$ cat src/design/lcdfp_pkg.sv
package lcdfp_pkg;

	// Request kinds carried in the mode field
	localparam logic [2:0] MODE_COMMAND = 3'd0;
	localparam logic [2:0] MODE_SINGLE  = 3'd1;
	localparam logic [2:0] MODE_BURST   = 3'd2;
	localparam logic [2:0] MODE_REFRESH = 3'd3;
	localparam logic [2:0] MODE_FILL    = 3'd4;

	// Frame identifiers, sent first on the wire
	localparam logic [2:0] ID_COMMAND = 3'b100;
	localparam logic [2:0] ID_WRITE   = 3'b101;

	localparam int RAM_DEPTH_DEF = 32;
	localparam int SEND_LIMIT    = 32;
	localparam int SEG_W         = 6;
	localparam logic [SEG_W-1:0] SEG_RESET = 6'd32;
	localparam int FRAME_ADDR_W  = 6;
	localparam int NIBBLE_W      = 4;
	localparam int CHUNK_W       = 12;
	localparam int BUF_W         = 20;
	localparam int QUEUE_DEPTH   = 2;

	typedef struct packed {
		logic [2:0] mode;
		logic [7:0] command_code;
		logic [7:0] address;
		logic [7:0] value;
		logic       burst_first;
		logic       burst_last;
	} in_word_t;

	typedef struct packed {
		logic [7:0] tx_byte;
		logic       frame_end;
	} out_word_t;

	typedef enum logic [1:0] {
		HDR_NONE,
		HDR_CMD,
		HDR_WRITE
	} hdr_kind_t;

	// One classified request, handed from front to back
	typedef struct packed {
		logic                    clear;
		hdr_kind_t               hdr;
		logic [7:0]              hdr_arg;
		logic                    nib_en;
		logic [FRAME_ADDR_W-1:0] nib_addr;
		logic [NIBBLE_W-1:0]     nib_val;
		logic                    refresh;
		logic                    fill;
		logic                    finish;
	} op_t;

	typedef enum logic [2:0] {
		B_IDLE,
		B_START,
		B_HEAD,
		B_NIB,
		B_RD,
		B_SEND,
		B_FIN
	} back_state_t;

endpackage

$ cat src/design/lcdfp_front.sv
module lcdfp_front import lcdfp_pkg::*; #(
	parameter int RAM_DEPTH = RAM_DEPTH_DEF
) (
	input  logic     clk,
	input  logic     arst_n,
	input  logic     in_valid,
	output logic     in_stall,
	input  in_word_t in_data,
	output logic     op_push,
	output op_t      op,
	input  logic     queue_full
);

	localparam int BA_W = $clog2(RAM_DEPTH + 1);

	logic            dropped_q;
	logic [BA_W-1:0] baddr_q;
	logic            accept;
	logic            op_any;
	logic            first_in_range;
	logic            eff_dropped;
	logic [7:0]      eff_addr;
	logic            eff_in_range;

	assign in_stall = queue_full;
	assign accept   = in_valid && !queue_full;

	// Resolve where a burst word lands
	assign first_in_range = in_data.address < 8'(RAM_DEPTH);
	assign eff_dropped    = in_data.burst_first ? !first_in_range : dropped_q;
	assign eff_addr       = in_data.burst_first ? in_data.address : 8'(baddr_q);
	assign eff_in_range   = eff_addr < 8'(RAM_DEPTH);

	// Classify the word into an operation for the back end
	always_comb begin
		op        = '0;
		op.hdr    = HDR_NONE;
		op_any    = 1'b0;
		op.nib_val = in_data.value[NIBBLE_W-1:0];
		unique case (in_data.mode)
			MODE_COMMAND: begin
				op.clear   = 1'b1;
				op.hdr     = HDR_CMD;
				op.hdr_arg = in_data.command_code;
				op.finish  = 1'b1;
				op_any     = 1'b1;
			end
			MODE_SINGLE: begin
				if (in_data.address < 8'(RAM_DEPTH)) begin
					op.clear    = 1'b1;
					op.hdr      = HDR_WRITE;
					op.hdr_arg  = in_data.address;
					op.nib_en   = 1'b1;
					op.nib_addr = in_data.address[FRAME_ADDR_W-1:0];
					op.finish   = 1'b1;
					op_any      = 1'b1;
				end
			end
			MODE_BURST: begin
				op.clear = in_data.burst_first;
				if (in_data.burst_first && first_in_range) begin
					op.hdr     = HDR_WRITE;
					op.hdr_arg = in_data.address;
				end
				if (!eff_dropped) begin
					op.nib_en   = eff_in_range;
					op.nib_addr = eff_addr[FRAME_ADDR_W-1:0];
					op.finish   = in_data.burst_last;
				end
				op_any = op.clear || op.nib_en || op.finish;
			end
			MODE_REFRESH: begin
				op.clear   = 1'b1;
				op.hdr     = HDR_WRITE;
				op.refresh = 1'b1;
				op.finish  = 1'b1;
				op_any     = 1'b1;
			end
			MODE_FILL: begin
				op.clear   = 1'b1;
				op.hdr     = HDR_WRITE;
				op.refresh = 1'b1;
				op.fill    = 1'b1;
				op.finish  = 1'b1;
				op_any     = 1'b1;
			end
			default: begin
				op_any = 1'b0;
			end
		endcase
	end

	assign op_push = accept && op_any;

	// Track the open burst: next address and drop flag
	always_ff @(posedge clk or negedge arst_n) begin
		if (!arst_n) begin
			dropped_q <= 1'b0;
			baddr_q   <= '0;
		end else if (accept && in_data.mode == MODE_BURST) begin
			if (in_data.burst_first) begin
				dropped_q <= !first_in_range;
			end
			if (!eff_dropped && eff_in_range) begin
				baddr_q <= BA_W'(eff_addr + 8'd1);
			end
		end
	end

endmodule

$ cat src/design/lcdfp_queue.sv
module lcdfp_queue import lcdfp_pkg::*; (
	input  logic clk,
	input  logic arst_n,
	input  logic push,
	input  op_t  push_op,
	output logic full,
	input  logic pop,
	output op_t  head_op,
	output logic not_empty
);

	localparam int PW = $clog2(QUEUE_DEPTH);
	localparam int CW = $clog2(QUEUE_DEPTH + 1);

	op_t           slot_q [QUEUE_DEPTH];
	logic [PW-1:0] wr_ptr_q;
	logic [PW-1:0] rd_ptr_q;
	logic [CW-1:0] count_q;
	logic          do_push;
	logic          do_pop;

	assign full      = count_q == CW'(QUEUE_DEPTH);
	assign not_empty = count_q != '0;
	assign do_push   = push && !full;
	assign do_pop    = pop && not_empty;
	assign head_op   = slot_q[rd_ptr_q];

	// Store an incoming operation
	always_ff @(posedge clk) begin
		if (do_push) begin
			slot_q[wr_ptr_q] <= push_op;
		end
	end

	// Advance pointers and occupancy
	always_ff @(posedge clk or negedge arst_n) begin
		if (!arst_n) begin
			wr_ptr_q <= '0;
			rd_ptr_q <= '0;
			count_q  <= '0;
		end else begin
			if (do_push) begin
				wr_ptr_q <= (wr_ptr_q == PW'(QUEUE_DEPTH - 1)) ? '0 : wr_ptr_q + 1'b1;
			end
			if (do_pop) begin
				rd_ptr_q <= (rd_ptr_q == PW'(QUEUE_DEPTH - 1)) ? '0 : rd_ptr_q + 1'b1;
			end
			if (do_push && !do_pop) begin
				count_q <= count_q + 1'b1;
			end else if (do_pop && !do_push) begin
				count_q <= count_q - 1'b1;
			end
		end
	end

endmodule

$ cat src/design/lcdfp_back.sv
module lcdfp_back import lcdfp_pkg::*; #(
	parameter int RAM_DEPTH = RAM_DEPTH_DEF
) (
	input  logic             clk,
	input  logic             arst_n,
	input  op_t              op,
	input  logic             op_valid,
	output logic             op_pop,
	input  logic [SEG_W-1:0] segments_in_use,
	output logic             out_valid,
	input  logic             out_stall,
	output out_word_t        out_data
);

	localparam int AW    = (RAM_DEPTH > 1) ? $clog2(RAM_DEPTH) : 1;
	localparam int LIM   = (RAM_DEPTH < SEND_LIMIT) ? RAM_DEPTH : SEND_LIMIT;
	localparam int CNT_W = $clog2(BUF_W + 1);
	localparam int LEN_W = $clog2(CHUNK_W + 1);

	back_state_t          state_q;
	back_state_t          state_d;
	op_t                  op_q;
	logic [SEG_W-1:0]     idx_q;
	logic [SEG_W-1:0]     send_n;
	logic [BUF_W-1:0]     buf_q;
	logic [CNT_W-1:0]     cnt_q;
	logic                 out_valid_q;
	out_word_t            out_data_q;

	logic [NIBBLE_W-1:0]  ram [RAM_DEPTH];
	logic [RAM_DEPTH-1:0] vld_q;
	logic [NIBBLE_W-1:0]  rd_nib_q;
	logic                 rd_vld_q;

	logic                 push_req;
	logic [CHUNK_W-1:0]   chunk;
	logic [LEN_W-1:0]     len;
	logic                 ram_we;
	logic [AW-1:0]        ram_waddr;
	logic [NIBBLE_W-1:0]  ram_wdata;
	logic                 rd_en;
	logic                 clr_req;
	logic                 fin_req;
	logic [NIBBLE_W-1:0]  send_nib;

	logic                 out_free;
	logic                 pop;
	logic                 clr_ok;
	logic                 fin_ok;
	logic                 push_ok;
	logic [CNT_W-1:0]     cnt_pop;
	logic [BUF_W-1:0]     buf_pop;
	logic [BUF_W-1:0]     ins;
	logic [BUF_W-1:0]     buf_d;
	logic [CNT_W-1:0]     cnt_d;
	back_state_t          after_head;

	// Nibbles go out least significant bit first
	function automatic logic [NIBBLE_W-1:0] rev_nib(input logic [NIBBLE_W-1:0] v);
		logic [NIBBLE_W-1:0] r;
		for (int i = 0; i < NIBBLE_W; i++) begin
			r[i] = v[NIBBLE_W-1-i];
		end
		return r;
	endfunction

	assign send_n   = (segments_in_use > SEG_W'(LIM)) ? SEG_W'(LIM) : segments_in_use;
	assign send_nib = op_q.fill ? op_q.nib_val : (rd_vld_q ? rd_nib_q : '0);

	// Sequencer outputs
	always_comb begin
		push_req  = 1'b0;
		chunk     = '0;
		len       = '0;
		ram_we    = 1'b0;
		ram_waddr = '0;
		ram_wdata = op_q.nib_val;
		rd_en     = 1'b0;
		clr_req   = 1'b0;
		fin_req   = 1'b0;
		op_pop    = 1'b0;
		unique case (state_q)
			B_IDLE: begin
				op_pop = op_valid;
			end
			B_START: begin
				clr_req = op_q.clear;
			end
			B_HEAD: begin
				unique case (op_q.hdr)
					HDR_CMD: begin
						push_req = 1'b1;
						chunk    = {ID_COMMAND, op_q.hdr_arg, 1'b0};
						len      = LEN_W'(12);
					end
					HDR_WRITE: begin
						push_req = 1'b1;
						chunk    = {3'b000, ID_WRITE, op_q.hdr_arg[FRAME_ADDR_W-1:0]};
						len      = LEN_W'(9);
					end
					default: begin
						push_req = 1'b0;
					end
				endcase
			end
			B_NIB: begin
				push_req  = 1'b1;
				chunk     = {8'b0, rev_nib(op_q.nib_val)};
				len       = LEN_W'(NIBBLE_W);
				ram_we    = push_ok;
				ram_waddr = op_q.nib_addr[AW-1:0];
			end
			B_RD: begin
				rd_en = (idx_q != send_n) && !op_q.fill;
			end
			B_SEND: begin
				push_req  = 1'b1;
				chunk     = {8'b0, rev_nib(send_nib)};
				len       = LEN_W'(NIBBLE_W);
				ram_we    = push_ok && op_q.fill;
				ram_waddr = idx_q[AW-1:0];
			end
			B_FIN: begin
				fin_req = 1'b1;
			end
			default: begin
				op_pop = 1'b0;
			end
		endcase
	end

	// Bit buffer: drain whole bytes, append chunks, clear at frame edges
	assign out_free = !out_valid_q || !out_stall;
	assign pop      = out_free && (cnt_q >= CNT_W'(8));
	assign clr_ok   = clr_req && (cnt_q < CNT_W'(8));
	assign fin_ok   = fin_req && (cnt_q < CNT_W'(8)) && out_free;
	assign cnt_pop  = pop ? cnt_q - CNT_W'(8) : cnt_q;
	assign buf_pop  = pop ? {buf_q[BUF_W-9:0], 8'b0} : buf_q;
	assign push_ok  = push_req && (({1'b0, cnt_pop} + (CNT_W+1)'(len)) <= (CNT_W+1)'(BUF_W));
	assign ins      = ({chunk, 8'b0} << (LEN_W'(CHUNK_W) - len)) >> cnt_pop;

	always_comb begin
		if (clr_ok || fin_ok) begin
			buf_d = '0;
			cnt_d = '0;
		end else if (push_ok) begin
			buf_d = buf_pop | ins;
			cnt_d = cnt_pop + CNT_W'(len);
		end else begin
			buf_d = buf_pop;
			cnt_d = cnt_pop;
		end
	end

	// Next state
	always_comb begin
		if (op_q.nib_en) begin
			after_head = B_NIB;
		end else if (op_q.refresh) begin
			after_head = B_RD;
		end else if (op_q.finish) begin
			after_head = B_FIN;
		end else begin
			after_head = B_IDLE;
		end
		state_d = state_q;
		unique case (state_q)
			B_IDLE: begin
				if (op_valid) begin
					state_d = B_START;
				end
			end
			B_START: begin
				if (!op_q.clear || clr_ok) begin
					state_d = B_HEAD;
				end
			end
			B_HEAD: begin
				if (op_q.hdr == HDR_NONE || push_ok) begin
					state_d = after_head;
				end
			end
			B_NIB: begin
				if (push_ok) begin
					state_d = op_q.finish ? B_FIN : B_IDLE;
				end
			end
			B_RD: begin
				state_d = (idx_q == send_n) ? B_FIN : B_SEND;
			end
			B_SEND: begin
				if (push_ok) begin
					state_d = B_RD;
				end
			end
			B_FIN: begin
				if (fin_ok) begin
					state_d = B_IDLE;
				end
			end
			default: begin
				state_d = B_IDLE;
			end
		endcase
	end

	// Control registers
	always_ff @(posedge clk or negedge arst_n) begin
		if (!arst_n) begin
			state_q     <= B_IDLE;
			idx_q       <= '0;
			buf_q       <= '0;
			cnt_q       <= '0;
			out_valid_q <= 1'b0;
			vld_q       <= '0;
			rd_vld_q    <= 1'b0;
		end else begin
			state_q <= state_d;
			buf_q   <= buf_d;
			cnt_q   <= cnt_d;
			if (op_pop) begin
				idx_q <= '0;
			end else if (state_q == B_SEND && push_ok) begin
				idx_q <= idx_q + 1'b1;
			end
			if (fin_ok || pop) begin
				out_valid_q <= 1'b1;
			end else if (!out_stall) begin
				out_valid_q <= 1'b0;
			end
			if (ram_we) begin
				vld_q[ram_waddr] <= 1'b1;
			end
			if (rd_en) begin
				rd_vld_q <= vld_q[idx_q[AW-1:0]];
			end
		end
	end

	// Hold the current operation and the outgoing word
	always_ff @(posedge clk) begin
		if (op_pop) begin
			op_q <= op;
		end
		if (fin_ok) begin
			out_data_q <= '{tx_byte: buf_q[BUF_W-1:BUF_W-8], frame_end: 1'b1};
		end else if (pop) begin
			out_data_q <= '{tx_byte: buf_q[BUF_W-1:BUF_W-8], frame_end: 1'b0};
		end
	end

	// Shadow RAM, registered read
	always_ff @(posedge clk) begin
		if (ram_we) begin
			ram[ram_waddr] <= ram_wdata;
		end
		if (rd_en) begin
			rd_nib_q <= ram[idx_q[AW-1:0]];
		end
	end

	assign out_valid = out_valid_q;
	assign out_data  = out_data_q;

endmodule

$ cat src/design/lcd_controller_frame_packer.sv
// Packs requests into serial frames for a 32x4 segment LCD controller and hands
// them out as bytes, first wire bit in bit 7; the last byte of each frame is
// zero padded and flagged with frame_end. A front end classifies each input
// word and queues it (two entries), so input words keep flowing while the back
// end packs until the queue fills. The back end handles one request at a time
// through its start, header, nibble, read, send and finish states; a refresh
// reads each sent shadow RAM entry and then packs it, while a fill packs its
// value and writes it into each sent entry. At most one byte leaves per cycle.
// The shadow RAM reads as zero after reset through per-entry valid flags, so
// no clearing pass is needed and requests are taken right away.
module lcd_controller_frame_packer import lcdfp_pkg::*; #(
	parameter int RAM_DEPTH = RAM_DEPTH_DEF
) (
	input  logic             clk,
	input  logic             arst_n,
	input  logic             in_valid,
	output logic             in_stall,
	input  in_word_t         in_data,
	output logic             out_valid,
	input  logic             out_stall,
	output out_word_t        out_data,
	input  logic             cfg_wr_en,
	input  logic [SEG_W-1:0] cfg_wr_data
);

	logic [SEG_W-1:0] seg_q;
	logic             q_push;
	op_t              q_in;
	logic             q_full;
	logic             q_pop;
	op_t              q_head;
	logic             q_not_empty;

	// Segment count register
	always_ff @(posedge clk or negedge arst_n) begin
		if (!arst_n) begin
			seg_q <= SEG_RESET;
		end else if (cfg_wr_en) begin
			seg_q <= cfg_wr_data;
		end
	end

	lcdfp_front #(
		.RAM_DEPTH (RAM_DEPTH)
	) u_front (
		.clk        (clk),
		.arst_n     (arst_n),
		.in_valid   (in_valid),
		.in_stall   (in_stall),
		.in_data    (in_data),
		.op_push    (q_push),
		.op         (q_in),
		.queue_full (q_full)
	);

	lcdfp_queue u_queue (
		.clk       (clk),
		.arst_n    (arst_n),
		.push      (q_push),
		.push_op   (q_in),
		.full      (q_full),
		.pop       (q_pop),
		.head_op   (q_head),
		.not_empty (q_not_empty)
	);

	lcdfp_back #(
		.RAM_DEPTH (RAM_DEPTH)
	) u_back (
		.clk             (clk),
		.arst_n          (arst_n),
		.op              (q_head),
		.op_valid        (q_not_empty),
		.op_pop          (q_pop),
		.segments_in_use (seg_q),
		.out_valid       (out_valid),
		.out_stall       (out_stall),
		.out_data        (out_data)
	);

endmodule
$ cat config.mk
export PLATFORM = sky130hd
export DESIGN_NAME = lcd_controller_frame_packer
export DESIGN_NICKNAME = d
export VERILOG_FILES = /design/src/design/lcdfp_pkg.sv /design/src/design/lcdfp_front.sv /design/src/design/lcdfp_queue.sv /design/src/design/lcdfp_back.sv /design/src/design/lcd_controller_frame_packer.sv
export SDC_FILE = /design/constraint.sdc
export NUM_CORES = 1
export LEC_CHECK = 0
export BUFFER_PORTS_ARGS = -buffer_cell sky130_fd_sc_hd__buf_2
export CORE_UTILIZATION = 60
export CTS_CLUSTER_DIAMETER = 150
export CTS_CLUSTER_SIZE = 30
export DETAILED_ROUTE_END_ITERATION = 6
export PLACE_DENSITY = 0.75
export SLEW_MARGIN = 40
export SYNTH_ARGS = -nofsm -noshare
export SYNTH_HDL_FRONTEND = slang
export SYNTH_SLANG_ARGS = --single-unit
$ cat constraint.sdc
create_clock -name clk -period 9.63 [get_ports clk]
set_clock_uncertainty 0.1 [all_clocks]
set_input_delay 0 -clock clk [delete_from_list [all_inputs] [get_ports clk]]
set_output_delay 0 -clock clk [all_outputs]
set_load 0.1 [all_outputs]
==> flow_results.org <==
** Timing
- Setup violations remaining at the end of the flow were counted as 0.
- The final hold violation count was 0.
- Setup repair after global routing missed its margin :: false
- FMAX :: 198 MHz
- Final worst path period share :: 0.523
- Relative slew margins :: 0.480
- The total count of max-transition violations in the final report was 0.
- Final setup TNS :: 0 ns
- Shortest clock period the worst path allows after layout :: 5.04 ns
- At the pin with the least slew margin, the transition time is 0.761 ns.

** Route
- Pre-antenna DRT Iters :: 5
- Number of nets with antenna violations after routing :: 0
- WL per Instance :: 21.4 µm
- DRC errors left :: 0
- Post-detailed-routing wire length :: 31,400 µm
- The detailed router finished its first iteration with 842 violations.
- Number of vias in the routed layout :: 9,392
- Dividing the detail-routed via count by the number of cells gives 6.39.

** Clock tree
- H-Tree Level Count :: 1
- Number of setup buffers added after CTS :: 0
- TritonCTS created 13 clock buffers.
- For the worst-skew pair, the clock arrives at the later sink with an insertion delay of 0.51 ns.
- The clock net in this run drives a total of 298 sinks.
- Clock-pin slew was measured on the worst setup and hold paths at 0.12 ns.
- TritonCTS built the clock tree.
- Largest buffer count on any clock path :: 3
- Cell at the root of the clock tree :: sky130_fd_sc_hd__clkbuf_16

** Die
- Starting utilization of the core area :: 0.611
- Site Rows :: 56
- The region available for standard cell placement spans 23,400 µm².
- In this run the count of I/O pins placed on the die edge is 51.
- The die covers 24,500 µm².
- Vertical extent of the die :: 156 µm
- Die Width :: 156 µm

** Yosys
- Share of the synthesized area in the top cell type :: 0.445
- The synthesized design contains 298 register bits.
- When the netlist entered floorplanning its net count stood at 1,132.
- For this run, the number of Yosys warnings is 0.
- In the post-synthesis netlist, the cell with the most instances is sky130_fd_sc_hd__edfxtp_1.
- EDFF count, synth :: 212
- After synthesis, the cell types taking the most area are sky130_fd_sc_hd__edfxtp_1 45%, sky130_fd_sc_hd__dfrtp_1 15%, sky130_fd_sc_hd__mux4_2 8.0%.
- Synthesis produced 1,080 cells.
- The mapped netlist covers 14,300 µm².
- sky130_fd_sc_hd__edfxtp_1 takes more of the synthesized area than any other cell.
- Post-synth top flop :: sky130_fd_sc_hd__edfxtp_1
- Proportion of synthesized chip area in sequential cells :: 0.595
- Most numerous cell types in the synthesized netlist :: 212 x sky130_fd_sc_hd__edfxtp_1, 92 x sky130_fd_sc_hd__nor2_1, 84 x sky130_fd_sc_hd__dfrtp_1, 71 x sky130_fd_sc_hd__nand2_1, 51 x sky130_fd_sc_hd__mux4_2
- In the synthesized netlist the async set-or-reset flop fraction comes to 0.285.
- Post-synth cell types :: 84
- Average size of a mapped cell :: 13.2 µm²

** Power and ir drop
- Reported leakage power :: 5.59 nW
- Clock power frac :: 0.160
- Of the total power, registers draw 0.444.
- The analysis attributes to net switching a power of 0.00159 W.
- Share of total power consumed by net switching :: 0.392
- Total power of the final layout :: 0.00406 W
- Power per standard cell area :: 258 nW/µm²
- The share of total power dissipated in combinational logic is 0.396.
- Peak supply drop :: 0.000196 V
- Power Internal :: 0.00247 W

** Setup path
- STA puts the critical path data required time at 9.69 ns.
- Critical path cell sequence :: inv_1 -> ha_1 -> nand4bb_1 -> inv_1 -> ha_1 -> ha_1 -> xnor2_1 -> o21bai_1 -> a2111oi_2 -> mux2i_1 -> or4_1 -> nor2_1
- By startpoint and endpoint, the worst setup path is classified as flop to flop.
- At the worst endpoint, the arrival time is 5.10 ns.
- Critical path fanouts, max :: 14
- In this design, the stage delay of the slowest critical-path cell is 0.84 ns.
- Most common cell on crit path :: sky130_fd_sc_hd__ha_1
- Worst-path cell with the longest stage delay :: sky130_fd_sc_hd__or4_1
- Broken down by cell family, the worst path's largest delay share belongs to simple AND/OR/NAND/NOR gates.
- Setup slack on the worst reg-to-reg path comes out at 4.59 ns.
- Buffers & Inverters on Critical Path :: 2
- STA classifies the critical path startpoint as a flop.
- Crit. End Element :: flop

** Global route
- The via count of the first global-routing pass is 9,051.
- The number of antenna violations at the first check in global routing is 0.
- Global-route wire length before repair :: 49,500 µm
- For this run, the total global-route usage over all layers was measured as 0.265.
- Total global routing overflow :: 0
- Entering global routing, the biggest net connects 47 pins.

** Finish
- The repair_antennas step left the layout with diodes totalling 0.
- Of the cells placed in the final design, the portion with a size suffix greater than 1 is 0.187.
- NumNets Final :: 1,196
- The area growth from synthesis to layout is 9.94%.

** Placed design
- At the end of routability-driven placement, the weighted congestion stood at 0.921.
- Number of port buffers :: 46
- The wire-length estimate of the detail-placed layout is 20,800 µm.

** Min path
- Type of the tightest min-delay check :: primary input to flop

** Outcome
- The flow ran to the end, and the final reports show no timing, DRC or antenna violations.

** Run
- Reported max-cap violation count :: 0
==> sequential cells by signal (all words and copies together) (netlist names), 4 cells and up <==
register	flops
u_back.cnt_q	5
u_back.rd_nib_q	4
u_back.idx_q	6
u_queue.slot_q	48
u_back.ram	128
u_back.out_data	9
u_front.baddr_q	6
u_back.vld_q	32
u_back.ram_wdata	4
u_back.op_q	20
u_back.buf_q	20
seg_q	6
==> kinds of logic after synthesis <==
kind of cell             after synthesis  synth area share
AND/OR/NAND/NOR                      331             0.118
flip-flops                           298             0.595
AO/OA/AOI/OAI                        229             0.116
multiplexers                          98             0.117
buffers and inverters                 90            0.0276
XOR/XNOR                              22            0.0161
adder cells (fa/ha/maj)               12            0.0105
==> routing by layer <==
layer	part of all wire	vias to the layer above	track usage
met4	0.024	0	0.0766
met2	0.47	365	0.427
li1	-	4302	-
met1	0.44	4670	0.381
met3	0.064	55	0.0366
met5	0	-	0
==> cell type report <==
cell class	count	area (µm²)
multi-input cells	692	5440
clock inverters	1	8.76
flip-flops and latches	298	8520
repair buffers	111	875
inverters	28	118
clock buffers	21	365
fillers	1703	7680
well taps	319	399
==> cells in the final DEF, fill, tap and decap left out, drive strengths merged, types with 6 or more instances in the layout <==
cell type	synthesis	routed
a21o	6	6
or2	36	36
mux2i	8	8
xnor2	12	12
xor2	10	10
edfxtp	212	212
mux4	51	51
ha	12	12
dlygate4sd3	0	50
dfrtp	84	84
and2	15	15
a31oi	13	13
o32ai	7	7
nor3	18	18
or3	6	6
buf	17	61
a211oi	12	12
o22ai	6	6
nor2b	15	15
a32oi	6	6
a22oi	9	9
o21ai	40	40
clkbuf	45	21
o211ai	18	18
mux2	39	39
nor3b	6	6
nand3	21	21
nor2	92	92
and3	6	6
a311oi	7	7
inv	27	28
a21oi	33	33
nand2	71	71
nand4	14	14
nand2b	8	8
a22o	15	15
o2111ai	6	6
==> path summary, 6_finish.rpt <==
kind / start / endpoint / cells after the start
worst min-delay path: in_data[3] / u_queue.slot_q[0][4]$_DFFE_PP_ / 2
worst max-delay path: u_back.op_q[22]$_DFFE_PP_ / u_back.ram[27][1]$_DFFE_PP_ / 12
min in group asynchronous: arst_n / u_back.vld_q[20]$_DFFE_PN0P_ / 4
max in group asynchronous: arst_n / u_queue.rd_ptr_q$_DFFE_PN0P_ / 5
worst min register to register: u_back.vld_q[4]$_DFFE_PN0P_ / u_back.vld_q[4]$_DFFE_PN0P_ / 1
worst max register to register: u_back.op_q[22]$_DFFE_PP_ / u_back.ram[27][1]$_DFFE_PP_ / 12
==> power by group through the flow <==
stage                     registers, W  logic, W  clock network [W]
final                          0.00180   0.00161           0.000651
after global routing           0.00183   0.00174           0.000700
after CTS                      0.00180   0.00159           0.000660
after detailed placement       0.00183   0.00156                  0
after global placement         0.00183   0.00152                  0
after floorplan                0.00190   0.00110                  0
==> metrics by stage <==
stage,std cells,worst slack [ns],util,hold WS (ns),instance area (µm²)
floorplan,1080,5.38,-,-0.396,14300
global placement,1395,4.73,0.631,-0.166,14800
detailed placement,1397,4.70,0.633,-0.163,14800
CTS,1470,4.66,0.671,0.104,15700
global route,1470,4.27,0.672,0.105,15700
finish,1470,4.59,0.672,0.122,15700
==> timing repair <==
action / in CTS / in global routing
resized for setup: 0 / 0
hold endpoints to repair: 111 / 0
endpoints found under the setup margin: 0 / 0
hold buffers: 51 / 0
Power figures use the tool's default switching activity.
